[src/hw/rtl/angle_gyro_kalman_fusion_defines.svh]
// Assertion macros for the filter RTL, included by the sequencer.
`ifndef ANGLE_GYRO_KALMAN_FUSION_DEFINES_SVH
`define ANGLE_GYRO_KALMAN_FUSION_DEFINES_SVH

// Same-cycle implication, sampled on the rising clock edge, off during reset.
`define AGKF_ASSERT_IMP(lbl, ante, cons, msg) \
  lbl: assert property (@(posedge clk_i) disable iff (!rst_ni) (ante) |-> (cons)) \
    else $error(msg);

// Next-cycle implication, sampled on the rising clock edge, off during reset.
`define AGKF_ASSERT_NXT(lbl, ante, cons, msg) \
  lbl: assert property (@(posedge clk_i) disable iff (!rst_ni) (ante) |=> (cons)) \
    else $error(msg);

`endif

[src/hw/rtl/agkf_pkg.sv]
package agkf_pkg;

  localparam int DATA_WIDTH_DEF = 32;

  localparam int CFG_IDX_W  = 8;
  localparam int CFG_DATA_W = 32;

  localparam logic [CFG_IDX_W-1:0] REG_TIME_STEP   = 8'd0;
  localparam logic [CFG_IDX_W-1:0] REG_ANGLE_NOISE = 8'd1;
  localparam logic [CFG_IDX_W-1:0] REG_BIAS_NOISE  = 8'd2;
  localparam logic [CFG_IDX_W-1:0] REG_MEAS_NOISE  = 8'd3;

  localparam logic [23:0] TIME_STEP_RST   = 24'd16777;
  localparam logic [30:0] ANGLE_NOISE_RST = 31'd1073742;
  localparam logic [30:0] BIAS_NOISE_RST  = 31'd3221225;
  localparam logic [30:0] MEAS_NOISE_RST  = 31'd32212255;

  // 1.0 in Q2.30.
  localparam logic signed [31:0] COV_ONE = 32'sh4000_0000;

  // Multiply-accumulate operations of one filter step, in issue order.
  typedef enum logic [3:0] {
    OP_ANG_PRED,
    OP_AA_PRED,
    OP_AB_PRED,
    OP_ANG_COR,
    OP_BIAS_COR,
    OP_BA_UPD,
    OP_BB_UPD,
    OP_AA_UPD,
    OP_AB_UPD
  } op_e;

  typedef struct packed {
    logic ld_in;
    logic mul_start;
    logic wb;
    op_e  op;
    logic div_start;
    logic ld_k;
    logic ld_out;
  } ctl_t;

  typedef struct packed {
    logic mul_done;
    logic div_done;
  } sts_t;

endpackage

[src/hw/rtl/agkf_ctrl.sv]
`include "angle_gyro_kalman_fusion_defines.svh"

// Sequencer: steps through the nine multiply operations and the gain division.
module agkf_ctrl (
  input  logic           clk_i,
  input  logic           rst_ni,
  input  logic           in_valid_i,
  output logic           in_stall_o,
  output logic           out_valid_o,
  input  logic           out_stall_i,
  input  agkf_pkg::sts_t sts_i,
  output agkf_pkg::ctl_t ctl_o
);

  localparam logic [2:0] ST_IDLE  = 3'd0;
  localparam logic [2:0] ST_ISSUE = 3'd1;
  localparam logic [2:0] ST_WAIT  = 3'd2;
  localparam logic [2:0] ST_DIV   = 3'd3;
  localparam logic [2:0] ST_DIVW  = 3'd4;
  localparam logic [2:0] ST_FIN   = 3'd5;

  logic [2:0]      state_q, state_d;
  agkf_pkg::op_e   op_q, op_d, op_next;
  logic            out_vld_q, out_vld_d;

  always_comb begin
    case (op_q)
      agkf_pkg::OP_ANG_PRED: op_next = agkf_pkg::OP_AA_PRED;
      agkf_pkg::OP_AA_PRED:  op_next = agkf_pkg::OP_AB_PRED;
      agkf_pkg::OP_ANG_COR:  op_next = agkf_pkg::OP_BIAS_COR;
      agkf_pkg::OP_BIAS_COR: op_next = agkf_pkg::OP_BA_UPD;
      agkf_pkg::OP_BA_UPD:   op_next = agkf_pkg::OP_BB_UPD;
      agkf_pkg::OP_BB_UPD:   op_next = agkf_pkg::OP_AA_UPD;
      agkf_pkg::OP_AA_UPD:   op_next = agkf_pkg::OP_AB_UPD;
      default:               op_next = agkf_pkg::OP_ANG_PRED;
    endcase
  end

  always_comb begin
    ctl_o           = '0;
    ctl_o.op        = op_q;
    ctl_o.ld_in     = (state_q == ST_IDLE) && in_valid_i;
    ctl_o.mul_start = (state_q == ST_ISSUE);
    ctl_o.wb        = (state_q == ST_WAIT) && sts_i.mul_done;
    ctl_o.div_start = (state_q == ST_DIV);
    ctl_o.ld_k      = (state_q == ST_DIVW) && sts_i.div_done;
    ctl_o.ld_out    = (state_q == ST_FIN) && (!out_vld_q || !out_stall_i);

    state_d = state_q;
    op_d    = op_q;
    unique case (state_q)
      ST_IDLE: begin
        if (in_valid_i) begin
          state_d = ST_ISSUE;
          op_d    = agkf_pkg::OP_ANG_PRED;
        end
      end
      ST_ISSUE: state_d = ST_WAIT;
      ST_WAIT: begin
        if (sts_i.mul_done) begin
          if (op_q == agkf_pkg::OP_AB_PRED) begin
            state_d = ST_DIV;
          end else if (op_q == agkf_pkg::OP_AB_UPD) begin
            state_d = ST_FIN;
          end else begin
            state_d = ST_ISSUE;
            op_d    = op_next;
          end
        end
      end
      ST_DIV: state_d = ST_DIVW;
      ST_DIVW: begin
        if (sts_i.div_done) begin
          state_d = ST_ISSUE;
          op_d    = agkf_pkg::OP_ANG_COR;
        end
      end
      ST_FIN: begin
        if (!out_vld_q || !out_stall_i) begin
          state_d = ST_IDLE;
        end
      end
      default: state_d = ST_IDLE;
    endcase

    out_vld_d = out_vld_q;
    if (ctl_o.ld_out) begin
      out_vld_d = 1'b1;
    end else if (!out_stall_i) begin
      out_vld_d = 1'b0;
    end
  end

  always_ff @(posedge clk_i or negedge rst_ni) begin
    if (!rst_ni) begin
      state_q   <= ST_IDLE;
      op_q      <= agkf_pkg::OP_ANG_PRED;
      out_vld_q <= 1'b0;
    end else begin
      state_q   <= state_d;
      op_q      <= op_d;
      out_vld_q <= out_vld_d;
    end
  end

  assign in_stall_o  = (state_q != ST_IDLE);
  assign out_valid_o = out_vld_q;

  `AGKF_ASSERT_IMP(a_no_overwrite, ctl_o.ld_out, !out_vld_q || !out_stall_i,
                   "result register overwritten while its transaction is pending")
  `AGKF_ASSERT_IMP(a_mul_done_in_wait, sts_i.mul_done, state_q == ST_WAIT,
                   "multiplier finished outside a wait state")
  `AGKF_ASSERT_IMP(a_div_done_in_wait, sts_i.div_done, state_q == ST_DIVW,
                   "divider finished outside its wait state")
  `AGKF_ASSERT_NXT(a_issue_to_wait, state_q == ST_ISSUE, state_q == ST_WAIT,
                   "multiply issue not followed by wait")

endmodule

[config.mk]
export PLATFORM = sky130hd
export DESIGN_NAME = agkf_ctrl
export DESIGN_NICKNAME = d
export VERILOG_FILES = /design/src/hw/rtl/agkf_pkg.sv /design/src/hw/rtl/agkf_ctrl.sv
export VERILOG_INCLUDE_DIRS = /design/src /design/src/hw/rtl
export SDC_FILE = /design/constraint.sdc
export NUM_CORES = 1
export LEC_CHECK = 0
export ABC_AREA = 0
export BUFFER_PORTS_ARGS = -buffer_cell sky130_fd_sc_hd__buf_2
export CAP_MARGIN = 20
export CORE_AREA = 2 2 39 41
export CTS_CLUSTER_SIZE = 40
export DETAILED_ROUTE_END_ITERATION = 6
export DIE_AREA = 0 0 41 43
export PLACE_DENSITY = 0.76
export SKIP_LAST_GASP = 1
export SYNTH_ARGS = -nofsm -noshare
export SYNTH_HDL_FRONTEND = slang
export SYNTH_SLANG_ARGS = --single-unit
[constraint.sdc]
create_clock -name clk_i -period 2.6 [get_ports clk_i]
set_clock_uncertainty 0.15 [all_clocks]
set_input_delay 0.13 -clock clk_i [delete_from_list [all_inputs] [get_ports clk_i]]
set_output_delay 0.13 -clock clk_i [all_outputs]
set_load 0.1 [all_outputs]
==> results of run 1 <==
[per-layer routing]
layer	routed length (um)	vias up
li1	-	262
met1	563	248
met2	615	12
met3	49	5
met4	38	0
met5	0	-
[state kept, by name, summed over array words and instances (netlist names)]
name,cells
op_q,4
state_q,3
out_valid_o,1
[cell type report]
| class | count | area share |
|---|---|---|
| Timing Repair Buffer | 19 | 0.157 |
| Clock buffer | 3 | 0.0336 |
| Sequential cell | 8 | 0.299 |
| Inverter | 5 | 0.0280 |
| Multi-Input combinational cell | 43 | 0.453 |
| Tap cell | 16 | 0.0299 |
[final timing paths]
| kind | to | slack [ns] | cells after the start |
|---|---|---|---|
| max in group asynchronous | op_q[3] | 2.02 | 2 |
| worst max register to register | op_q[1] | 0.84 | 4 |
| worst min register to register | out_valid_o | 0.39 | 2 |
| min in group asynchronous | state_q[0] | 0.10 | 2 |
| worst max-delay path | ctl_o[9] | 0.43 | 3 |
| worst min-delay path | state_q[1] | 0.08 | 4 |
[cells in the mapped netlist]
| library cell | n |
|---|---|
| a211oi_2 | 1 |
| mux2_4 | 1 |
| a31oi_1 | 2 |
| clkbuf_2 | 1 |
| nor3b_1 | 4 |
| inv_1 | 5 |
| or3_4 | 1 |
| nor3_1 | 3 |
| o31ai_1 | 3 |
| nand3_1 | 3 |
| o22a_2 | 1 |
| clkbuf_1 | 2 |
| a2111oi_0 | 1 |
| and2_1 | 1 |
| o22ai_1 | 1 |
| or3_2 | 1 |
| o21ai_0 | 1 |
| o41ai_1 | 4 |
| buf_2 | 1 |
| nand2b_1 | 1 |
| nand2_1 | 4 |
| a21boi_1 | 1 |
| a21oi_1 | 3 |
| dfrtp_1 | 8 |
| nor4_1 | 1 |
| nor4b_1 | 1 |
| nor2_1 | 4 |
| buf_4 | 1 |
[per-stage QoR]
stage	worst slack, ns	area (um2)	hold slack, ns	cells	utilization
5_1_grt	0.344	671	0.131	94	0.485
4_1_cts	0.445	671	0.0948	94	0.485
2_1_floorplan	0.0755	548	-0.316	61	-
6_report	0.433	671	0.0762	94	0.485
3_5_place_dp	0.718	628	-0.164	89	0.454
3_3_place_gp	0.765	628	-0.169	89	0.454
[logic make-up (layout without fill, tap and decap cells)]
kind of cell / Yosys count / in the layout / share of synthesized area
compound gates: 18 / 18 / 0.255
buf+inv: 10 / 27 / 0.0825
flops: 8 / 8 / 0.377
mux: 1 / 1 / 0.0283
simple gates: 24 / 24 / 0.257
[worst max-delay path: cells and delay by family (launching register included)]
family | cells | cell delay [ns]
DFF | 1 | 0.56
buffers and inverters | 1 | 0.42
and+or+nand+nor | 2 | 0.64
==> impl_metrics.toml, run 1 <==
[sta]
worstMarginPinSlew_ns = 0.499
setup_tns_ns = 0
drv_slew = 0
setup_viol = 0
max_freq_mhz = 462
rsz0062_at_grt = "no"
fin_crit_sh = 0.833
period_needed_ns = 2.17
final-hold-violation-count = 0
slew-limit-headroom = 0.667

[global_route]
grt_max_degree = 18
grt_pass1_wl_um = 2030
grtUsageMet3 = 0.0314
grt_overflow = 0
antenna_found_initial = 0
met2_usage = 0.250
met1_usage = 0.219
first_global_vias = 467
track_usage = 0.169
top_usage_layer = "met2"

[layout]
fill_cells = 145
area_growth_pct = 26.4
layout_common_cells = "17 x buf_2, 8 x dfrtp_1, 5 x inv_1, 4 x nand2_1, 4 x o41ai_1"
register_area_um2 = 200
drive_above_1_share = 0.372
final_nets = 86
antenna_cells = 0
multiInputGateArea_um2 = 304
layout_commonest_cell = "buf_2"

[status]
outcome = "finished, final reports clean"

[setup_path]
start_kind = "flip-flop"
startpoint = "state_q[0]"
critPathRequiredTime_ns = 2.32
r2r-start = "state_q[2]"
critPathKind = "reg -> out"
slowest_stage = "dfrtp_1"
path_cells = "or3_2, nor2_2, buf_2"
cpPeakStageDelay_ns = 0.56
endpoint_kind = "output pin"
critPathMaxFanout = 17
cp.arrival_ns = 1.89

[yosys]
synth_fp_nets = 67
synthDominantCellAreaShare = 0.377
synthCells = 61
ys_warn_count = 0
yosys-top-cells-area = "dfrtp_1 38%, o41ai_1 6.6%, nor3b_1 5.7%, o31ai_1 4.2%, inv_1 3.5%"
synth.avg_cell_area_um2 = 8.70
synthesis.area_um2 = 531
ys_seq_elements = 8
yosys.cell_types.count = 28
yosysTopAreaCell = "dfrtp_1"
synth-seq-area-share = 0.377

[placed_design]
dpl.hpwl_um = 919
gp_congestion = 0.743
port_buffers = 17

[floorplanning]
die_area_mm2 = 0.00176
io_pins = 18
rows = 14
core-area_mm2 = 0.00138
fp.dieW_um = 41
die_h_um = 43
start_util = 0.383

[routing]
routed_wl_um = 1270
ant_nets = 0
routedWlPerCell_um = 13.5
vias = 527
first_pass_iters = 4
via_per_inst = 5.61
route.detailed.drc = 0
drtIter0Drc = 7

[clock_network]
clkTransAtPathRegs_ns = 0.06
htree_levels = 1
cts_buffer_depth = 2
ctsHoldBuffers = 2
cts_made_buffers = 3
clkLatencyLatePin_ns = 0.26
post_cts_resized = 0
cts.sinks = 8
cts_tree = "done"
cts_setup_buffers = 0
root_buffer = "clkbuf_4"

[hold_path]
hold_path.class = "in -> reg"
min_from = "sts_i[1]"

[run]
maxCapViolCount = 0
Power of run 1 is not shown: default switching activity piles up to over one toggle a cycle in this logic, so the estimate is an artifact.
==> inputs of run 2 (changes only) <==
Clock period 2.6 ns to 2 ns, I/O delays scaled along.
==> impl_metrics.toml, run 2 (synthesis results as in run 1) <==
[status]
outcome = "finished, final reports clean"

[routing]
ant_nets = 0
routedWlPerCell_um = 14.0
via_per_inst = 5.53
routed_wl_um = 1340
first_pass_iters = 4
route.detailed.drc = 0
drtIter0Drc = 7
vias = 531

[sta]
drv_slew = 0
setup_tns_ns = 0
max_freq_mhz = 520
rsz0062_at_grt = "no"
slew-limit-headroom = 0.654
worstMarginPinSlew_ns = 0.506
period_needed_ns = 1.92
fin_crit_sh = 0.961
setup_viol = 0
final-hold-violation-count = 0

[clock_network]
htree_levels = 1
clkLatencyLatePin_ns = 0.26
clkTransAtPathRegs_ns = 0.05
cts_tree = "done"
cts_buffer_depth = 2
cts_made_buffers = 3
root_buffer = "clkbuf_4"
cts.sinks = 8

[placed_design]
gp_congestion = 0.751
dpl.hpwl_um = 954
port_buffers = 17

[setup_path]
start_kind = "flip-flop"
cp.arrival_ns = 1.67
critPathMaxFanout = 9
r2r_cells = 4
critPathKind = "reg -> out"
endpoint_kind = "output pin"
critPathRequiredTime_ns = 1.75

[global_route]
grt_overflow = 0
first_global_vias = 483
track_usage = 0.190
antenna_found_initial = 0
grt_max_degree = 11
grt_pass1_wl_um = 2190

[layout]
layout_commonest_cell = "buf_2"
area_growth_pct = 45.5
fill_cells = 132
largest_register_ffs = 4
antenna_cells = 0
drive_above_1_share = 0.400
layout_common_cells = "12 x buf_2, 7 x dfrtp_1, 5 x inv_1"
top_register = "op_q"
final_nets = 87

[floorplanning]
io_pins = 18
die_h_um = 43
die_area_mm2 = 0.00176
start_util = 0.383
rows = 14
core-area_mm2 = 0.00138
fp.dieW_um = 41

[run]
maxCapViolCount = 0

[hold_path]
hold_path_depth = 4
hold_path.class = "in -> reg"
## run 2: changes by cell type in the layout (fill, tap and decap cells not counted), sizes merged
cell	change
clkbuf	+2
## run 2: worst paths after layout
| check | endpoint | start | slack (ns) |
|---|---|---|---|
| worst max-delay path | ctl_o[2] | state_q[2] | 0.08 |
| worst min-delay path | state_q[1] | sts_i[1] | 0.07 |
| worst max register to register | op_q[2] | state_q[2] | 0.24 |
| worst min register to register | out_valid_o | out_valid_o | 0.38 |
| max in group asynchronous | op_q[0] | rst_ni | 1.41 |
| min in group asynchronous | op_q[1] | rst_ni | 0.11 |
## run 2: repair_timing
action                     CTS  global route
hold buffers                 2             0
resized for setup            0             1
hold endpoints to repair    10             0
buffers inserted             0             0
setup endpoints to repair    0             1
## run 2: cell type report
cell class              instances  area, um2  share of cell area
clock buffers                   4       26.3              0.0340
inverters                       5       18.8              0.0243
multi-input cells              43        330               0.428
flip-flops and latches          8        201               0.261
well taps                      16       20.0              0.0259
repair buffers                 20        175               0.227
## run 2: per-layer routing
metal  vias to the layer above  GRT usage  share of wire
met5                         -          0              0
met4                         0      0.140          0.015
li1                        267          -              -
met1                       248      0.265           0.42
met2                        14      0.272           0.52
met3                         2          0          0.040
## run 2: stage by stage
stage          utilization  worst slack [ns]  hold slack (ns)  area, um2  cells
2_1_floorplan            -            -0.164           -0.346        576     61
3_3_place_gp         0.523             0.276           -0.204        723     90
3_5_place_dp         0.523             0.236           -0.201        723     90
4_1_cts              0.556            0.0415           0.0527        769     96
5_1_grt              0.558            0.0139            0.103        772     96
6_report             0.558            0.0771           0.0711        772     96
## run 2: worst max-delay path: stages, from the launching register on
cell and delay [ns]:
dfrtp_1 0.47, nand2b_1 0.38, nor2_2 0.14, buf_2 0.43
Power of run 2 is left out for the same reason.
==> inputs of run 3 (changes only) <==
Settings changed: PLACE_DENSITY 0.76 to 0.66.
==> impl_metrics.toml, run 3 (synthesis results as in run 1) <==
[status]
outcome = "finished, final reports clean"

[clock_network]
cts_made_buffers = 3
htree_levels = 1
clkTransAtPathRegs_ns = 0.06
clkLatencyLatePin_ns = 0.26
cts_tree = "done"
cts.sinks = 8
cts_setup_buffers = 0
cts_buffer_depth = 2
root_buffer = "clkbuf_4"

[setup_path]
endpoint_kind = "output pin"
r2r-start = "state_q[2]"
start_kind = "flip-flop"
critPathMaxFanout = 9
cp.arrival_ns = 1.65
critPathKind = "reg -> out"
startpoint = "state_q[2]"
critPathRequiredTime_ns = 1.75

[floorplanning]
start_util = 0.383
die_area_mm2 = 0.00176
fp.dieW_um = 41
core-area_mm2 = 0.00138
die_h_um = 43
rows = 14
io_pins = 18

[global_route]
grt_overflow = 0
grt_max_degree = 11
track_usage = 0.155
first_global_vias = 481
grt_pass1_wl_um = 1920
antenna_found_initial = 0

[routing]
first_pass_iters = 4
via_per_inst = 5.68
drtIter0Drc = 6
ant_nets = 0
routed_wl_um = 1220
route.detailed.drc = 0
vias = 545
routedWlPerCell_um = 12.7

[layout]
final_nets = 87
top_register = "op_q"
fill_cells = 135
antenna_cells = 0
largest_register_ffs = 4
area_growth_pct = 45.5
layout_common_cells = "12 x buf_2, 7 x dfrtp_1, 5 x inv_1"
layout_commonest_cell = "buf_2"
fin_util = 0.558
drive_above_1_share = 0.400

[sta]
worstMarginPinSlew_ns = 0.485
rsz0062_at_grt = "no"
setup_viol = 0
drv_slew = 0
max_freq_mhz = 525
period_needed_ns = 1.90
final-hold-violation-count = 0
fin_crit_sh = 0.952
slew-limit-headroom = 0.679

[placed_design]
port_buffers = 17
dpl.hpwl_um = 943
gp_congestion = 0.862

[hold_path]
hold_path.class = "in -> async"

[run]
maxCapViolCount = 0
run 3: cell counts in the layout (fill, tap and decap cells not counted):
No cell type changed its count.
run 3: critical path, stage by stage, from the launching register on:
cell	delay, ns
dfrtp_1	0.47
nand2b_1	0.36
nor2_2	0.14
buf_2	0.43
run 3: worst paths after layout:
check | cells past startpoint | slack, ns | to
worst max register to register | 4 | 0.27 | op_q[1]
worst max-delay path | 3 | 0.1 | ctl_o[2]
worst min register to register | 2 | 0.38 | out_valid_o
max in group asynchronous | 2 | 1.44 | op_q[0]
min in group clk_i | 4 | 0.08 | state_q[1]
worst min-delay path | 2 | 0.07 | op_q[3]
run 3: through the flow:
step / TNS (ns) / instances / instance area [um2] / hold slack, ns / setup slack, ns
finish: 0 / 96 / 772 / 0.0673 / 0.0951
global route: 0 / 96 / 772 / 0.0807 / 0.0223
CTS: 0 / 96 / 769 / 0.0602 / 0.0456
detailed placement: 0 / 90 / 723 / -0.192 / 0.268
global placement: 0 / 90 / 723 / -0.195 / 0.272
floorplan: -0.376 / 61 / 576 / -0.346 / -0.164
run 3: final cells by class:
| class | count | area (um2) | area share |
|---|---|---|---|
| Timing Repair Buffer | 20 | 175 | 0.227 |
| Inverter | 5 | 18.8 | 0.0243 |
| Multi-Input combinational cell | 43 | 330 | 0.428 |
| Clock buffer | 4 | 26.3 | 0.0340 |
| Sequential cell | 8 | 201 | 0.261 |
| Tap cell | 16 | 20.0 | 0.0259 |
run 3: layer usage:
metal / share of wire / wire length, um / vias to the layer above / GRT usage
met3: 0.049 / 60 / 2 / 0.0157
met5: 0 / 0 / - / 0
met1: 0.45 / 543 / 262 / 0.216
met4: 0.0033 / 4 / 0 / 0.0800
li1: - / - / 268 / -
met2: 0.50 / 611 / 13 / 0.228
run 3: timing repair:
action	4_1_cts	5_1_grt
hold buffers	2	0
gates resized for setup	0	1
endpoints found under the hold margin	9	0
setup endpoints to repair	0	1
Power of run 3 is left out for the same reason.
